## config.mk

```make
export PLATFORM = sky130hd
export DESIGN_NAME = pulse_period_tachometer_flat
export DESIGN_NICKNAME = d
export VERILOG_FILES = /design/src/ppt_pkg.sv /design/src/ppt_req_if.sv /design/src/ppt_rsp_if.sv /design/src/pulse_period_tachometer.sv /design/src/ppt_divider.sv /design/src/ppt_datapath.sv /design/src/ppt_controller.sv /design/src/flat_wrapper.sv
export VERILOG_INCLUDE_DIRS = /design/src /design/src/src
export SDC_FILE = /design/constraint.sdc
export NUM_CORES = 2
export LEC_CHECK = 0
export BUFFER_PORTS_ARGS = -buffer_cell sky130_fd_sc_hd__buf_2
export CAP_MARGIN = 20
export CELL_PAD_IN_SITES_DETAIL_PLACEMENT = 1
export CELL_PAD_IN_SITES_GLOBAL_PLACEMENT = 2
export CORE_MARGIN = 2
export CORE_UTILIZATION = 35
export CTS_CLUSTER_SIZE = 8
export DETAILED_ROUTE_END_ITERATION = 16
export GPL_TIMING_DRIVEN = 1
export PLACE_DENSITY = 0.75
export SYNTH_ARGS = -nofsm -noshare
export SYNTH_HDL_FRONTEND = slang
export SYNTH_SLANG_ARGS = --single-unit
```

## constraint.sdc

```tcl
create_clock -name clock -period 15.4 [get_ports clock]
set_input_delay 2.31 -clock clock [delete_from_list [all_inputs] [get_ports clock]]
set_output_delay 2.31 -clock clock [all_outputs]
set_load 0.005 [all_outputs]
```

## src/pulse_period_tachometer_assert.svh

```systemverilog
// Assertion macros shared by the tachometer modules.
`ifndef PULSE_PERIOD_TACHOMETER_ASSERT_SVH
`define PULSE_PERIOD_TACHOMETER_ASSERT_SVH

// The consequent must hold in the same cycle as the antecedent.
`define PPT_ASSERT_NOW(label, clk, rst, ante, cons) \
   label: assert property (@(posedge clk) disable iff (rst) (ante) |-> (cons)) \
      else $error("tachometer assertion failed");

// The consequent must hold in the cycle after the antecedent.
`define PPT_ASSERT_NEXT(label, clk, rst, ante, cons) \
   label: assert property (@(posedge clk) disable iff (rst) (ante) |=> (cons)) \
      else $error("tachometer assertion failed");

`endif

```

## src/ppt_pkg.sv

```systemverilog
// Package of widths, codes and control types for the pulse period tachometer.
package ppt_pkg;

   localparam int SIDE_W     = 2;
   localparam int NEWEST_W   = 15;
   localparam int ELAPSED_W  = 16;
   localparam int PULSES_W   = 16;
   localparam int FTIME_W    = 16;
   localparam int RPM_W      = 42;
   localparam int PERIOD_W   = 16;
   localparam int STATUS_W   = 3;
   localparam int WINDOW_W   = 15;
   localparam int SPOKES_W   = 8;
   localparam int CSR_IDX_W  = 2;
   localparam int CSR_DATA_W = 15;
   localparam int SCALE_W    = 26;
   localparam int PROD_W     = SPOKES_W + PERIOD_W;

   localparam int DIV_NUM_W  = RPM_W;
   localparam int DIV_DEN_W  = PROD_W;
   localparam int DIV_ITER_W = $clog2(DIV_NUM_W + 1);

   localparam logic [SCALE_W-1:0] RPM_SCALE = 26'd60000000;

   localparam logic [WINDOW_W-1:0] WINDOW_RESET = 15'd50;
   localparam logic [SPOKES_W-1:0] SPOKES_RESET = 8'd1;

   localparam logic [SIDE_W-1:0] SIDE_LEFT  = 2'd0;
   localparam logic [SIDE_W-1:0] SIDE_RIGHT = 2'd1;
   localparam logic [SIDE_W-1:0] SIDE_FLY   = 2'd2;
   localparam logic [SIDE_W-1:0] SIDE_BAD   = 2'd3;

   localparam logic [CSR_IDX_W-1:0] CSR_WINDOW       = 2'd0;
   localparam logic [CSR_IDX_W-1:0] CSR_DRIVE_SPOKES = 2'd1;
   localparam logic [CSR_IDX_W-1:0] CSR_FLY_SPOKES   = 2'd2;

   localparam logic [STATUS_W-1:0] ST_OK         = 3'd0;
   localparam logic [STATUS_W-1:0] ST_BAD_SIDE   = 3'd1;
   localparam logic [STATUS_W-1:0] ST_SUM_ZERO   = 3'd2;
   localparam logic [STATUS_W-1:0] ST_PERIOD_0   = 3'd3;
   localparam logic [STATUS_W-1:0] ST_FLY_TIME_0 = 3'd4;

   localparam int OP_W = 4;
   localparam logic [OP_W-1:0] OP_NONE    = 4'd0;
   localparam logic [OP_W-1:0] OP_LOAD    = 4'd1;
   localparam logic [OP_W-1:0] OP_WRITE   = 4'd2;
   localparam logic [OP_W-1:0] OP_READ    = 4'd3;
   localparam logic [OP_W-1:0] OP_ELAPSED = 4'd4;
   localparam logic [OP_W-1:0] OP_MEAN    = 4'd5;
   localparam logic [OP_W-1:0] OP_PMEAN   = 4'd6;
   localparam logic [OP_W-1:0] OP_DMUL    = 4'd7;
   localparam logic [OP_W-1:0] OP_DDIV    = 4'd8;
   localparam logic [OP_W-1:0] OP_FMUL    = 4'd9;
   localparam logic [OP_W-1:0] OP_FDIV    = 4'd10;
   localparam logic [OP_W-1:0] OP_RESULT  = 4'd11;

   localparam logic [DIV_ITER_W-1:0] RPM_ITERS = DIV_ITER_W'(SCALE_W);
   localparam logic [DIV_ITER_W-1:0] FLY_ITERS = DIV_ITER_W'(DIV_NUM_W);

   typedef struct packed {
      logic [OP_W-1:0]     op;
      logic [STATUS_W-1:0] code;
   } dp_cmd_type;

   typedef struct packed {
      logic [SIDE_W-1:0] side;
      logic              ftime_zero;
      logic              walk_last;
      logic              sum_zero;
      logic              use_elapsed;
      logic              period_zero;
      logic              div_done;
   } dp_status_type;

endpackage

```

## src/ppt_req_if.sv

```systemverilog
// Query channel interface: one beat carries one tachometer query.
interface ppt_req_if import ppt_pkg::*; ();
   logic                 valid;
   logic                 ready;
   logic [SIDE_W-1:0]    side;
   logic [NEWEST_W-1:0]  last_period;
   logic [ELAPSED_W-1:0] elapsed;
   logic [PULSES_W-1:0]  fly_pulses;
   logic [FTIME_W-1:0]   fly_time;

   modport source (output valid, side, last_period, elapsed, fly_pulses, fly_time,
                   input ready);
   modport sink (input valid, side, last_period, elapsed, fly_pulses, fly_time,
                 output ready);
endinterface

```

## src/ppt_rsp_if.sv

```systemverilog
// Result channel interface: one beat carries one speed result.
interface ppt_rsp_if import ppt_pkg::*; ();
   logic                valid;
   logic                ready;
   logic [RPM_W-1:0]    rpm_milli;
   logic [PERIOD_W-1:0] period_used;
   logic [STATUS_W-1:0] status;

   modport source (output valid, rpm_milli, period_used, status, input ready);
   modport sink (input valid, rpm_milli, period_used, status, output ready);
endinterface

```

## src/pulse_period_tachometer.sv

```systemverilog
// Top level of the pulse period tachometer.
//
// Queries arrive as beats on req_ch; each names a side. A left or right drive
// query stores its newest period in that side's ring, averages the ring entries
// that lie within the window of it (or takes the elapsed time when that exceeds
// their sum plus the window) and returns rpm times 1000. A flywheel query
// returns rpm times 1000 from its pulse count and interval. Every query gives
// exactly one rsp_ch beat. Registers are written through csr_we, csr_index and
// csr_wdata; the user must write them only while idle, as the block itself does
// not enforce it. Queries are handled one at a time. In a drive query the ring
// walk reads one entry per cycle and the shared divider retires one quotient
// bit per cycle, first for the mean (when it is taken) and then for the speed.
// A flywheel query uses a single 42-bit division. The result waits in the output
// register while the receiver stalls; the next query is accepted meanwhile and
// its result is held back until that beat goes. Reset empties the rings, zeroes
// both ring pointers, restores the registers to their defaults and drops any
// pending result.
module pulse_period_tachometer import ppt_pkg::*; #(
   parameter int RING_DEPTH = 8
) (
   input  logic                  clock,
   input  logic                  reset,
   ppt_req_if.sink               req_ch,
   ppt_rsp_if.source             rsp_ch,
   input  logic                  csr_we,
   input  logic [CSR_IDX_W-1:0]  csr_index,
   input  logic [CSR_DATA_W-1:0] csr_wdata
);

   dp_cmd_type    cmd;
   dp_status_type status;

   ppt_controller u_controller (
      .clock     (clock),
      .reset     (reset),
      .req_valid (req_ch.valid),
      .req_ready (req_ch.ready),
      .rsp_valid (rsp_ch.valid),
      .rsp_ready (rsp_ch.ready),
      .status    (status),
      .cmd       (cmd)
   );

   ppt_datapath #(
      .RING_DEPTH (RING_DEPTH)
   ) u_datapath (
      .clock           (clock),
      .reset           (reset),
      .cmd             (cmd),
      .status          (status),
      .in_side         (req_ch.side),
      .in_last_period  (req_ch.last_period),
      .in_elapsed      (req_ch.elapsed),
      .in_fly_pulses   (req_ch.fly_pulses),
      .in_fly_time     (req_ch.fly_time),
      .csr_we          (csr_we),
      .csr_index       (csr_index),
      .csr_wdata       (csr_wdata),
      .out_rpm_milli   (rsp_ch.rpm_milli),
      .out_period_used (rsp_ch.period_used),
      .out_status      (rsp_ch.status)
   );

endmodule

```

## src/ppt_divider.sv

```systemverilog
// Restoring divider retiring one quotient bit per cycle.
module ppt_divider import ppt_pkg::*; (
   input  logic                  clock,
   input  logic                  reset,
   input  logic                  start,
   input  logic [DIV_NUM_W-1:0]  num,
   input  logic [DIV_DEN_W-1:0]  den,
   input  logic [DIV_ITER_W-1:0] iters,
   output logic [DIV_NUM_W-1:0]  quo,
   output logic                  busy,
   output logic                  done
);

   logic [DIV_NUM_W-1:0]  quo_ff, quo_in;
   logic [DIV_DEN_W-1:0]  rem_ff, rem_in;
   logic [DIV_DEN_W-1:0]  den_ff, den_in;
   logic [DIV_ITER_W-1:0] left_ff, left_in;
   logic                  busy_ff, busy_in;
   logic                  done_ff, done_in;
   logic [DIV_DEN_W:0]    trial;
   logic [DIV_DEN_W:0]    diff;
   logic                  fits;
   logic [DIV_ITER_W-1:0] shift;

   // The numerator is left-aligned so that only its significant bits are walked.
   assign shift = DIV_ITER_W'(DIV_NUM_W) - iters;
   assign trial = {rem_ff, quo_ff[DIV_NUM_W-1]};
   assign fits  = trial >= {1'b0, den_ff};
   assign diff  = trial - {1'b0, den_ff};

   always_comb begin
      quo_in  = quo_ff;
      rem_in  = rem_ff;
      den_in  = den_ff;
      left_in = left_ff;
      busy_in = busy_ff;
      done_in = 1'b0;
      if (start) begin
         quo_in  = num << shift;
         rem_in  = '0;
         den_in  = den;
         left_in = iters;
         busy_in = 1'b1;
      end else if (busy_ff) begin
         rem_in  = fits ? diff[DIV_DEN_W-1:0] : trial[DIV_DEN_W-1:0];
         quo_in  = {quo_ff[DIV_NUM_W-2:0], fits};
         left_in = left_ff - DIV_ITER_W'(1);
         if (left_ff == DIV_ITER_W'(1)) begin
            busy_in = 1'b0;
            done_in = 1'b1;
         end
      end
   end

   always_ff @(posedge clock) begin
      quo_ff  <= quo_in;
      rem_ff  <= rem_in;
      den_ff  <= den_in;
      left_ff <= left_in;
      if (reset) begin
         busy_ff <= 1'b0;
         done_ff <= 1'b0;
      end else begin
         busy_ff <= busy_in;
         done_ff <= done_in;
      end
   end

   assign quo  = quo_ff;
   assign busy = busy_ff;
   assign done = done_ff;

endmodule

```

## src/ppt_datapath.sv

```systemverilog
// Datapath: registers, period rings, accumulator, multipliers and result registers.
`include "pulse_period_tachometer_assert.svh"

module ppt_datapath import ppt_pkg::*; #(
   parameter int RING_DEPTH = 8
) (
   input  logic                  clock,
   input  logic                  reset,
   input  dp_cmd_type            cmd,
   output dp_status_type         status,
   input  logic [SIDE_W-1:0]     in_side,
   input  logic [NEWEST_W-1:0]   in_last_period,
   input  logic [ELAPSED_W-1:0]  in_elapsed,
   input  logic [PULSES_W-1:0]   in_fly_pulses,
   input  logic [FTIME_W-1:0]    in_fly_time,
   input  logic                  csr_we,
   input  logic [CSR_IDX_W-1:0]  csr_index,
   input  logic [CSR_DATA_W-1:0] csr_wdata,
   output logic [RPM_W-1:0]      out_rpm_milli,
   output logic [PERIOD_W-1:0]   out_period_used,
   output logic [STATUS_W-1:0]   out_status
);

   localparam int IDX_W = $clog2(RING_DEPTH);
   localparam int CNT_W = $clog2(RING_DEPTH + 1);
   localparam int SUM_W = NEWEST_W + $clog2(RING_DEPTH);
   localparam int CMP_W = SUM_W + 1;
   localparam int MEM_D = 2 ** (IDX_W + 1);
   localparam logic [IDX_W-1:0] IDX_LAST = IDX_W'(RING_DEPTH - 1);

   // Item registers.
   logic [SIDE_W-1:0]    side_ff;
   logic [NEWEST_W-1:0]  newest_ff;
   logic [ELAPSED_W-1:0] elapsed_ff;
   logic [PULSES_W-1:0]  pulses_ff;
   logic [FTIME_W-1:0]   ftime_ff;

   // Configuration.
   logic [WINDOW_W-1:0] window_ff;
   logic [SPOKES_W-1:0] dspk_ff;
   logic [SPOKES_W-1:0] fspk_ff;
   logic [SPOKES_W-1:0] dspk_eff;
   logic [SPOKES_W-1:0] fspk_eff;

   // Rings: both sides share one store, the side selecting the upper half.
   logic [NEWEST_W-1:0] ring_mem [MEM_D];
   logic [MEM_D-1:0]    valid_ff;
   logic [IDX_W-1:0]    ptr_ff [2];
   logic [IDX_W-1:0]    idx_ff;
   logic [IDX_W:0]      wr_addr;
   logic [IDX_W:0]      rd_addr;
   logic [NEWEST_W-1:0] rd_data_ff;
   logic                rd_valid_ff;
   logic                acc_pend_ff;

   // Accumulator and arithmetic.
   logic [SUM_W-1:0]     sum_ff;
   logic [CNT_W-1:0]     count_ff;
   logic [NEWEST_W-1:0]  entry;
   logic [NEWEST_W-1:0]  spread;
   logic                 take;
   logic [PERIOD_W-1:0]  period_ff;
   logic [PROD_W-1:0]    prod_ff;
   logic [DIV_NUM_W-1:0] num_ff;

   logic [RPM_W-1:0]    rpm_ff;
   logic [PERIOD_W-1:0] per_ff;
   logic [STATUS_W-1:0] stat_ff;

   // Divider hookup.
   logic                  div_start;
   logic [DIV_NUM_W-1:0]  div_num;
   logic [DIV_DEN_W-1:0]  div_den;
   logic [DIV_ITER_W-1:0] div_iters;
   logic [DIV_NUM_W-1:0]  div_quo;
   logic                  div_busy;
   logic                  div_done;

   assign dspk_eff = (dspk_ff == '0) ? SPOKES_W'(1) : dspk_ff;
   assign fspk_eff = (fspk_ff == '0) ? SPOKES_W'(1) : fspk_ff;

   assign wr_addr = {side_ff[0], ptr_ff[side_ff[0]]};
   assign rd_addr = {side_ff[0], idx_ff};

   // An entry never written since reset reads as zero.
   assign entry  = rd_valid_ff ? rd_data_ff : '0;
   assign spread = (entry >= newest_ff) ? entry - newest_ff : newest_ff - entry;
   assign take   = spread <= window_ff;

   always_ff @(posedge clock) begin
      if (cmd.op == OP_LOAD) begin
         side_ff    <= in_side;
         newest_ff  <= in_last_period;
         elapsed_ff <= in_elapsed;
         pulses_ff  <= in_fly_pulses;
         ftime_ff   <= in_fly_time;
      end
   end

   always_ff @(posedge clock) begin
      if (reset) begin
         window_ff <= WINDOW_RESET;
         dspk_ff   <= SPOKES_RESET;
         fspk_ff   <= SPOKES_RESET;
      end else if (csr_we) begin
         case (csr_index)
            CSR_WINDOW:       window_ff <= csr_wdata[WINDOW_W-1:0];
            CSR_DRIVE_SPOKES: dspk_ff   <= csr_wdata[SPOKES_W-1:0];
            CSR_FLY_SPOKES:   fspk_ff   <= csr_wdata[SPOKES_W-1:0];
            default: ;
         endcase
      end
   end

   always_ff @(posedge clock) begin
      if (cmd.op == OP_WRITE) begin
         ring_mem[wr_addr] <= newest_ff;
      end
      rd_data_ff <= ring_mem[rd_addr];
      rd_valid_ff <= valid_ff[rd_addr];
   end

   always_ff @(posedge clock) begin
      if (reset) begin
         valid_ff    <= '0;
         ptr_ff[0]   <= '0;
         ptr_ff[1]   <= '0;
         acc_pend_ff <= 1'b0;
      end else begin
         acc_pend_ff <= cmd.op == OP_READ;
         if (cmd.op == OP_WRITE) begin
            valid_ff[wr_addr] <= 1'b1;
            if (ptr_ff[side_ff[0]] == IDX_LAST) begin
               ptr_ff[side_ff[0]] <= '0;
            end else begin
               ptr_ff[side_ff[0]] <= ptr_ff[side_ff[0]] + IDX_W'(1);
            end
         end
      end
   end

   always_ff @(posedge clock) begin
      if (cmd.op == OP_WRITE) begin
         idx_ff   <= '0;
         sum_ff   <= '0;
         count_ff <= '0;
      end else begin
         if (cmd.op == OP_READ) begin
            idx_ff <= idx_ff + IDX_W'(1);
         end
         if (acc_pend_ff && take) begin
            sum_ff   <= sum_ff + SUM_W'(entry);
            count_ff <= count_ff + CNT_W'(1);
         end
      end
   end

   always_ff @(posedge clock) begin
      case (cmd.op)
         OP_ELAPSED: period_ff <= elapsed_ff;
         OP_PMEAN:   period_ff <= div_quo[PERIOD_W-1:0];
         OP_DMUL:    prod_ff   <= PROD_W'(dspk_eff) * PROD_W'(period_ff);
         OP_FMUL: begin
            num_ff  <= DIV_NUM_W'(RPM_SCALE) * DIV_NUM_W'(pulses_ff);
            prod_ff <= PROD_W'(fspk_eff) * PROD_W'(ftime_ff);
         end
         OP_RESULT: begin
            stat_ff <= cmd.code;
            rpm_ff  <= (cmd.code == ST_OK) ? div_quo : '0;
            per_ff  <= (cmd.code == ST_OK && side_ff != SIDE_FLY) ? period_ff : '0;
         end
         default: ;
      endcase
   end

   always_comb begin
      div_start = 1'b0;
      div_num   = num_ff;
      div_den   = prod_ff;
      div_iters = FLY_ITERS;
      case (cmd.op)
         OP_MEAN: begin
            div_start = 1'b1;
            div_num   = DIV_NUM_W'(sum_ff);
            div_den   = DIV_DEN_W'(count_ff);
            div_iters = DIV_ITER_W'(SUM_W);
         end
         OP_DDIV: begin
            div_start = 1'b1;
            div_num   = DIV_NUM_W'(RPM_SCALE);
            div_iters = RPM_ITERS;
         end
         OP_FDIV: begin
            div_start = 1'b1;
         end
         default: ;
      endcase
   end

   ppt_divider u_divider (
      .clock (clock),
      .reset (reset),
      .start (div_start),
      .num   (div_num),
      .den   (div_den),
      .iters (div_iters),
      .quo   (div_quo),
      .busy  (div_busy),
      .done  (div_done)
   );

   assign status.side        = side_ff;
   assign status.ftime_zero  = ftime_ff == '0;
   assign status.walk_last   = idx_ff == IDX_LAST;
   assign status.sum_zero    = sum_ff == '0;
   assign status.use_elapsed = ({1'b0, sum_ff} + CMP_W'(window_ff)) < CMP_W'(elapsed_ff);
   assign status.period_zero = period_ff == '0;
   assign status.div_done    = div_done;

   assign out_rpm_milli   = rpm_ff;
   assign out_period_used = per_ff;
   assign out_status      = stat_ff;

   // Only drive sides ever touch the rings.
   `PPT_ASSERT_NOW(a_write_drive_side, clock, reset, cmd.op == OP_WRITE, !side_ff[1])
   // The newest period always matches itself, so a mean never divides by zero.
   `PPT_ASSERT_NOW(a_mean_count, clock, reset, cmd.op == OP_MEAN, count_ff != '0)
   `PPT_ASSERT_NOW(a_div_idle, clock, reset, div_start, !div_busy)

endmodule

```

## src/ppt_controller.sv

```systemverilog
// Controller: sequences each query through the datapath and owns the handshakes.
`include "pulse_period_tachometer_assert.svh"

module ppt_controller import ppt_pkg::*; (
   input  logic          clock,
   input  logic          reset,
   input  logic          req_valid,
   output logic          req_ready,
   output logic          rsp_valid,
   input  logic          rsp_ready,
   input  dp_status_type status,
   output dp_cmd_type    cmd
);

   localparam int ST_W = 4;
   localparam logic [ST_W-1:0] S_IDLE   = 4'd0;
   localparam logic [ST_W-1:0] S_DECODE = 4'd1;
   localparam logic [ST_W-1:0] S_WALK   = 4'd2;
   localparam logic [ST_W-1:0] S_DRAIN  = 4'd3;
   localparam logic [ST_W-1:0] S_CHECK  = 4'd4;
   localparam logic [ST_W-1:0] S_MWAIT  = 4'd5;
   localparam logic [ST_W-1:0] S_PCHK   = 4'd6;
   localparam logic [ST_W-1:0] S_DDIV   = 4'd7;
   localparam logic [ST_W-1:0] S_FDIV   = 4'd8;
   localparam logic [ST_W-1:0] S_DWAIT  = 4'd9;
   localparam logic [ST_W-1:0] S_OUT    = 4'd10;

   logic [ST_W-1:0]     state_ff, state_in;
   logic [STATUS_W-1:0] code_ff, code_in;
   logic                rsp_valid_ff, rsp_valid_in;
   logic                slot_free;

   assign slot_free = !rsp_valid_ff || rsp_ready;

   always_comb begin
      state_in = state_ff;
      code_in  = code_ff;
      cmd.op   = OP_NONE;
      cmd.code = code_ff;
      case (state_ff)
         S_IDLE: begin
            if (req_valid) begin
               cmd.op   = OP_LOAD;
               state_in = S_DECODE;
            end
         end
         S_DECODE: begin
            if (status.side == SIDE_BAD) begin
               code_in  = ST_BAD_SIDE;
               state_in = S_OUT;
            end else if (status.side == SIDE_FLY) begin
               if (status.ftime_zero) begin
                  code_in  = ST_FLY_TIME_0;
                  state_in = S_OUT;
               end else begin
                  cmd.op   = OP_FMUL;
                  state_in = S_FDIV;
               end
            end else begin
               cmd.op   = OP_WRITE;
               state_in = S_WALK;
            end
         end
         S_WALK: begin
            cmd.op = OP_READ;
            if (status.walk_last) begin
               state_in = S_DRAIN;
            end
         end
         // The last entry read is summed during this cycle.
         S_DRAIN: begin
            state_in = S_CHECK;
         end
         S_CHECK: begin
            if (status.sum_zero) begin
               code_in  = ST_SUM_ZERO;
               state_in = S_OUT;
            end else if (status.use_elapsed) begin
               cmd.op   = OP_ELAPSED;
               state_in = S_PCHK;
            end else begin
               cmd.op   = OP_MEAN;
               state_in = S_MWAIT;
            end
         end
         S_MWAIT: begin
            if (status.div_done) begin
               cmd.op   = OP_PMEAN;
               state_in = S_PCHK;
            end
         end
         S_PCHK: begin
            if (status.period_zero) begin
               code_in  = ST_PERIOD_0;
               state_in = S_OUT;
            end else begin
               cmd.op   = OP_DMUL;
               state_in = S_DDIV;
            end
         end
         S_DDIV: begin
            cmd.op   = OP_DDIV;
            state_in = S_DWAIT;
         end
         S_FDIV: begin
            cmd.op   = OP_FDIV;
            state_in = S_DWAIT;
         end
         S_DWAIT: begin
            if (status.div_done) begin
               code_in  = ST_OK;
               state_in = S_OUT;
            end
         end
         // The result registers are the output payload, so wait for them to drain.
         S_OUT: begin
            if (slot_free) begin
               cmd.op   = OP_RESULT;
               state_in = S_IDLE;
            end
         end
         default: begin
            state_in = S_IDLE;
         end
      endcase
   end

   always_comb begin
      if (cmd.op == OP_RESULT) begin
         rsp_valid_in = 1'b1;
      end else if (rsp_ready) begin
         rsp_valid_in = 1'b0;
      end else begin
         rsp_valid_in = rsp_valid_ff;
      end
   end

   always_ff @(posedge clock) begin
      if (reset) begin
         state_ff     <= S_IDLE;
         code_ff      <= ST_OK;
         rsp_valid_ff <= 1'b0;
      end else begin
         state_ff     <= state_in;
         code_ff      <= code_in;
         rsp_valid_ff <= rsp_valid_in;
      end
   end

   assign req_ready = state_ff == S_IDLE;
   assign rsp_valid = rsp_valid_ff;

   `PPT_ASSERT_NOW(a_result_slot_free, clock, reset, cmd.op == OP_RESULT, slot_free)
   `PPT_ASSERT_NEXT(a_result_shown, clock, reset, cmd.op == OP_RESULT, rsp_valid_ff)
   `PPT_ASSERT_NEXT(a_accept_decodes, clock, reset, req_valid && req_ready,
                    state_ff == S_DECODE)

endmodule
```

## src/flat_wrapper.sv

```systemverilog
// flat-port wrapper written by rule: the top's interface ports become plain ports
module pulse_period_tachometer_flat import ppt_pkg::*;
#(
   parameter int RING_DEPTH = 8
)
  (clock, reset, csr_we, csr_index, csr_wdata, req_ch_valid, req_ch_side, req_ch_last_period, req_ch_elapsed, req_ch_fly_pulses, req_ch_fly_time, req_ch_ready, rsp_ch_valid, rsp_ch_rpm_milli, rsp_ch_period_used, rsp_ch_status, rsp_ch_ready);
  ppt_req_if req_ch_i ();
  ppt_rsp_if rsp_ch_i ();
  input  logic clock;
  input  logic reset;
  input  logic csr_we;
  input  logic [CSR_IDX_W-1:0] csr_index;
  input  logic [CSR_DATA_W-1:0] csr_wdata;
  input wire logic [$bits(req_ch_i.valid)-1:0] req_ch_valid;
  input wire logic [$bits(req_ch_i.side)-1:0] req_ch_side;
  input wire logic [$bits(req_ch_i.last_period)-1:0] req_ch_last_period;
  input wire logic [$bits(req_ch_i.elapsed)-1:0] req_ch_elapsed;
  input wire logic [$bits(req_ch_i.fly_pulses)-1:0] req_ch_fly_pulses;
  input wire logic [$bits(req_ch_i.fly_time)-1:0] req_ch_fly_time;
  output wire logic [$bits(req_ch_i.ready)-1:0] req_ch_ready;
  output wire logic [$bits(rsp_ch_i.valid)-1:0] rsp_ch_valid;
  output wire logic [$bits(rsp_ch_i.rpm_milli)-1:0] rsp_ch_rpm_milli;
  output wire logic [$bits(rsp_ch_i.period_used)-1:0] rsp_ch_period_used;
  output wire logic [$bits(rsp_ch_i.status)-1:0] rsp_ch_status;
  input wire logic [$bits(rsp_ch_i.ready)-1:0] rsp_ch_ready;
  assign req_ch_i.valid = req_ch_valid;
  assign req_ch_i.side = req_ch_side;
  assign req_ch_i.last_period = req_ch_last_period;
  assign req_ch_i.elapsed = req_ch_elapsed;
  assign req_ch_i.fly_pulses = req_ch_fly_pulses;
  assign req_ch_i.fly_time = req_ch_fly_time;
  assign req_ch_ready = req_ch_i.ready;
  assign rsp_ch_valid = rsp_ch_i.valid;
  assign rsp_ch_rpm_milli = rsp_ch_i.rpm_milli;
  assign rsp_ch_period_used = rsp_ch_i.period_used;
  assign rsp_ch_status = rsp_ch_i.status;
  assign rsp_ch_i.ready = rsp_ch_ready;
  pulse_period_tachometer #(.RING_DEPTH(RING_DEPTH)) u_core (.clock(clock), .reset(reset), .req_ch(req_ch_i), .rsp_ch(rsp_ch_i), .csr_we(csr_we), .csr_index(csr_index), .csr_wdata(csr_wdata));
endmodule
```

==> Flow_metrics.wiki <==
{| class="wikitable"
! Metric !! Value
|-
| Combined global-route utilization of all metal layers || 0.195
|-
| Cell family contributing the most delay on the critical path || simple AND/OR/NAND/NOR gates
|-
| Maximum buffer depth of the clock tree || 3
|-
| Width of the die || about 350 µm
|-
| Die Outline Area || 121,000 µm²
|-
| Net count after synthesis || between 4,000 and 5,000
|-
| Arrival time worst endpoint || a little over 7 ns
|-
| Warning count from the yosys run || 0
|-
| Initial standard-cell utilization of the core || 0.352
|-
| Number of gates given a new drive strength after cts || 0
|-
| Max-cap violation count || 0
|-
| Crit path capture type || register
|-
| Worst-Skew Late Latency || ~0.73 ns
|-
| Yosys top cell area share || 0.375
|-
| Standard cell core area || approximately 120,000 µm²
|-
| Leading post-synthesis cells by cell area || sky130_fd_sc_hd__edfxtp_1 38%, sky130_fd_sc_hd__fa_1 12%, sky130_fd_sc_hd__ha_1 11%
|-
| Clock tree from TritonCTS || done
|-
| Maximum fanout encountered on the critical timing path || 39
|-
| Clock buffers created by TritonCTS || 92
|-
| Detail-routed net length per standard cell || approximately 22 µm
|-
| Area used by sequential logic in the layout || about 18,000 µm²
|-
| Distinct cells, synth || 73
|-
| Pwr per Cell Area || roughly 260 nW/µm²
|-
| Ports placed on the boundary || 150
|-
| Number of clock sinks || roughly 640
|-
| Final Critical Period || about 6.7 ns
|-
| Final hold violations || 0
|-
| Critical path, cell by cell || ha_1 -> fa_1 -> a21o_1 -> nand4_1 -> o21ai_1 -> o41a_1 -> a41o_1 -> o21a_1 -> o21ai_0 -> nand2b_1 -> a21oi_1 -> xnor2_1 -> ha_1 -> o21ai_0 -> nor2_1 -> nor4_1 -> o31ai_1 -> nor4_2 -> nor3_2 -> buf_4 -> nor3_4 -> nand2b_2 -> buf_4
|-
| Unrepaired setup endpoints after global routing || false
|-
| Worst-case headroom to the max-slew limit || 0.243
|-
| Detailed-route via count || ~27,000
|-
| Setup TNS Final || 0 ns
|-
| Number of antenna-violating nets in the routed design || 0
|-
| Crit path buf inv count || 2
|-
| Setup violators final || 0
|-
| Cells after synthesis || 3,540
|-
| Start-to-end type of the worst setup path || reg -> reg
|-
| CTS H-tree depth || 3
|-
| Number of iterations in the first detailed-routing pass || 5
|-
| Leakage power || between 15 and 20 nW
|-
| Final worst slack || 8.71 ns
|-
| Core Rows || roughly 130
|-
| Final count of pins violating max slew || 0
|-
| Pre-CTS WS || approximately 8.6 ns
|-
| Number of antenna violations at the first check in global routing || 4
|-
| Startpoint type of the worst setup path || register
|-
| Post-detail-place hpwl || between 80,000 and 90,000 µm
|-
| Complex-gate fraction of the synthesized area || 0.0803
|-
| Buffers inserted by post-CTS timing repair || 0
|-
| Overall overflow remaining after global route || 0
|-
| Cell count after placement || a little over 5,000
|-
| Slew at the pin with the worst max-slew slack || 1.14 ns
|-
| Fin crit share || 0.434
|-
| Dominant register cell in the synthesized netlist || sky130_fd_sc_hd__edfxtp_1
|-
| Area of the mapped netlist || roughly 41,000 µm²
|-
| First-pass GRT wire length || about 180,000 µm
|-
| Portion of netlist area occupied by mux cells || 0.0647
|-
| Class of the tightest hold or removal check || reg -> reg
|-
| Crit-path max cell delay || 0.88 ns
|-
| Max VDD drop || 0.468 mV
|-
| Run status || finished, final reports clean
|-
| Critical Path RT || 15.77 ns
|-
| Clock skew after layout || 0.0806 ns
|-
| Adder-cell area share of the yosys netlist || 0.230
|-
| Maximum achievable frequency || about 150 MHz
|-
| Via count of the first global-routing pass || 29,900
|-
| Layout overhead on the synthesized area || 12.8%
|-
| Hold buffer count at CTS || 0
|-
| Layout cell share with drive strength beyond 1 || 0.114
|-
| XOR/XNOR Fraction of Synth Area || 0.0254
|-
| Simple-gate portion of the synthesized area || 0.116
|-
| Number of storage elements in the synthesis netlist || ~640
|-
| DR DRC count || 0
|-
| EDFF count, synth || roughly 520
|-
| Fraction of registers with async set/reset || 0
|-
| Worst-path cell with the longest stage delay || sky130_fd_sc_hd__nor3_4
|-
| Leading area contributor after synthesis || sky130_fd_sc_hd__edfxtp_1
|-
| Number of vias per cell after detailed routing || slightly above 5
|-
| Number of DRC violations after detailed-routing iteration 0 || approximately 1,500
|-
| CTS clk-pin slew, worst paths || around 0.050 ns
|-
| Final GP Congestion || approximately 0.83
|-
| Combinational family with the most area after synthesis || adder cells
|-
| Number of buffer cells added on primary ports || about 150
|-
| Layout net count || roughly 4,400
|-
| Root buffer cell || sky130_fd_sc_hd__clkbuf_16
|-
| Fin Hold WS || 0.470 ns
|-
| Total of fill cells in the finished design || 12,600
|-
| Part of the Yosys area used for sequential elements || 0.435
|-
| Combined area of the multi-input logic cells || approximately 21,000 µm²
|-
| Average cell area after synthesis || around 12 µm²
|-
| Largest net degree at the start of global routing || 66
|-
| Post-route non-filler standard cell count || about 5,300
|-
| Sum of routed wire length over all layers || between 100,000 and 150,000 µm
|-
| DIE HEIGHT || 348 µm
|}
## tightest hold or removal path: cells and delay by family, from the launching register on
kind | cells | cell delay, ns
DFF | 1 | 0.32
and+or+nand+nor | 2 | 0.11
## routing by layer
layer,global-route usage,up-vias,wire length [µm]
li1,-,12700,-
met1,0.247,14000,50400
met2,0.337,499,58100
met3,0.0274,179,4300
met4,0.0725,2,3940
met5,0,-,11
## logic make-up (layout without fill, tap and decap cells)
kind of cell	Yosys count	after routing
buffers and inverters	526	744
adders and majority gates	608	608
xor gates and xnor gates	120	120
AOI/OAI and AO/OA	512	512
muxes	165	165
DFF	642	642
and+or+nand+nor	967	967
other	0	4
## stage by stage
step           area [µm²]  power [mW]  utilization
6_report            46700        12.0        0.397
2_1_floorplan       41400        8.21            -
4_1_cts             46600        12.3        0.396
3_5_place_dp        43800        10.2        0.372
3_3_place_gp        43800        10.1        0.372
5_1_grt             46700        13.2        0.397
## state kept, by name, summed over array words and instances, names as in the netlist, 15 cells and up, named ones only
signal / count
u_core.u_datapath.num_ff: 34
u_core.u_datapath.rd_data_ff: 15
u_core.u_datapath.period_ff: 16
u_core.u_datapath.elapsed_ff: 16
u_core.u_datapath.pulses_ff: 16
u_core.u_datapath.window_ff: 15
u_core.u_datapath.ring_mem: 240
u_core.u_datapath.valid_ff: 16
u_core.u_datapath.prod_ff: 24
u_core.u_datapath.u_divider.den_ff: 24
u_core.u_datapath.out_rpm_milli: 42
u_core.u_datapath.u_divider.quo: 42
u_core.u_datapath.newest_ff: 15
u_core.u_datapath.u_divider.rem_ff: 24
u_core.u_datapath.sum_ff: 18
u_core.u_datapath.out_period_used: 16
u_core.u_datapath.ftime_ff: 16
## area by class of cell
cell class                 instances  area share
inverter                         393      0.0316
sequential                       642       0.386
tap                             1536      0.0411
timing repair buffer             182      0.0224
clock inverter                    11     0.00493
antenna                            4    0.000214
clock buffer                     158      0.0552
multi-input combinational       2372       0.459
## worst paths after layout
path	slack, ns	depth (start not counted)	from	end
setup / recovery	8.71	23	u_core.u_datapath.sum_ff[0]$_SDFFE_PP0P_	u_core.u_datapath.u_divider.quo[36]$_DFFE_PP_
hold / removal	0.47	2	u_core.u_datapath.valid_ff[2]$_SDFFE_PP0P_	u_core.u_datapath.valid_ff[2]$_SDFFE_PP0P_
setup reg to reg	8.71	23	u_core.u_datapath.sum_ff[0]$_SDFFE_PP0P_	u_core.u_datapath.u_divider.quo[36]$_DFFE_PP_
hold reg to reg	0.47	2	u_core.u_datapath.valid_ff[2]$_SDFFE_PP0P_	u_core.u_datapath.valid_ff[2]$_SDFFE_PP0P_
## synth_stat cells, drive strengths merged (4+ instances only)
master  instances
and2          184
o31ai          19
nor2          204
nor3           39
clkbuf        110
a22o           15
a31oi          16
ha            352
nand2b         32
nand3          29
buf            23
or4             5
o211ai          9
xnor2          81
inv           393
a211oi         47
a31o            4
nor4           22
o21ai          91
or2            12
dfxtp         124
edfxtp        518
nor2b          62
a21oi         158
o41a            5
a41oi           6
o21bai         10
or3            15
and3           45
xor2           39
a21boi          5
a211o          10
mux2i          62
o21a           27
o31a            8
mux2           23
a21o           52
fa            256
nor3b           7
nand2         287
mux4           80
nand4          12
## power by group
part | total, mW | switching, mW | internal [mW]
clock | 1.95 | 0.812 | 1.14
combinational | 7.17 | 4.06 | 3.11
sequential | 2.90 | 0.320 | 2.58
## cells in the final DEF, fill, tap and decap left out, types with 27 or more instances in the layout
| master | n |
|---|---|
| sky130_fd_sc_hd__nand2b_1 | 31 |
| sky130_fd_sc_hd__a211oi_1 | 45 |
| sky130_fd_sc_hd__clkbuf_1 | 63 |
| sky130_fd_sc_hd__buf_2 | 150 |
| sky130_fd_sc_hd__xor2_1 | 39 |
| sky130_fd_sc_hd__dfxtp_1 | 121 |
| sky130_fd_sc_hd__nor3_1 | 34 |
| sky130_fd_sc_hd__mux2i_1 | 62 |
| sky130_fd_sc_hd__ha_1 | 352 |
| sky130_fd_sc_hd__nand3_1 | 29 |
| sky130_fd_sc_hd__clkbuf_16 | 92 |
| sky130_fd_sc_hd__and2_1 | 183 |
| sky130_fd_sc_hd__nor2b_1 | 62 |
| sky130_fd_sc_hd__nor2_1 | 203 |
| sky130_fd_sc_hd__and3_1 | 45 |
| sky130_fd_sc_hd__mux4_2 | 80 |
| sky130_fd_sc_hd__a21o_1 | 52 |
| sky130_fd_sc_hd__inv_1 | 391 |
| sky130_fd_sc_hd__nand2_1 | 287 |
| sky130_fd_sc_hd__fa_1 | 256 |
| sky130_fd_sc_hd__o21a_1 | 27 |
| sky130_fd_sc_hd__a21oi_1 | 158 |
| sky130_fd_sc_hd__o21ai_0 | 86 |
| sky130_fd_sc_hd__xnor2_1 | 81 |
| sky130_fd_sc_hd__edfxtp_1 | 518 |
Power figures use the tool's default switching activity.
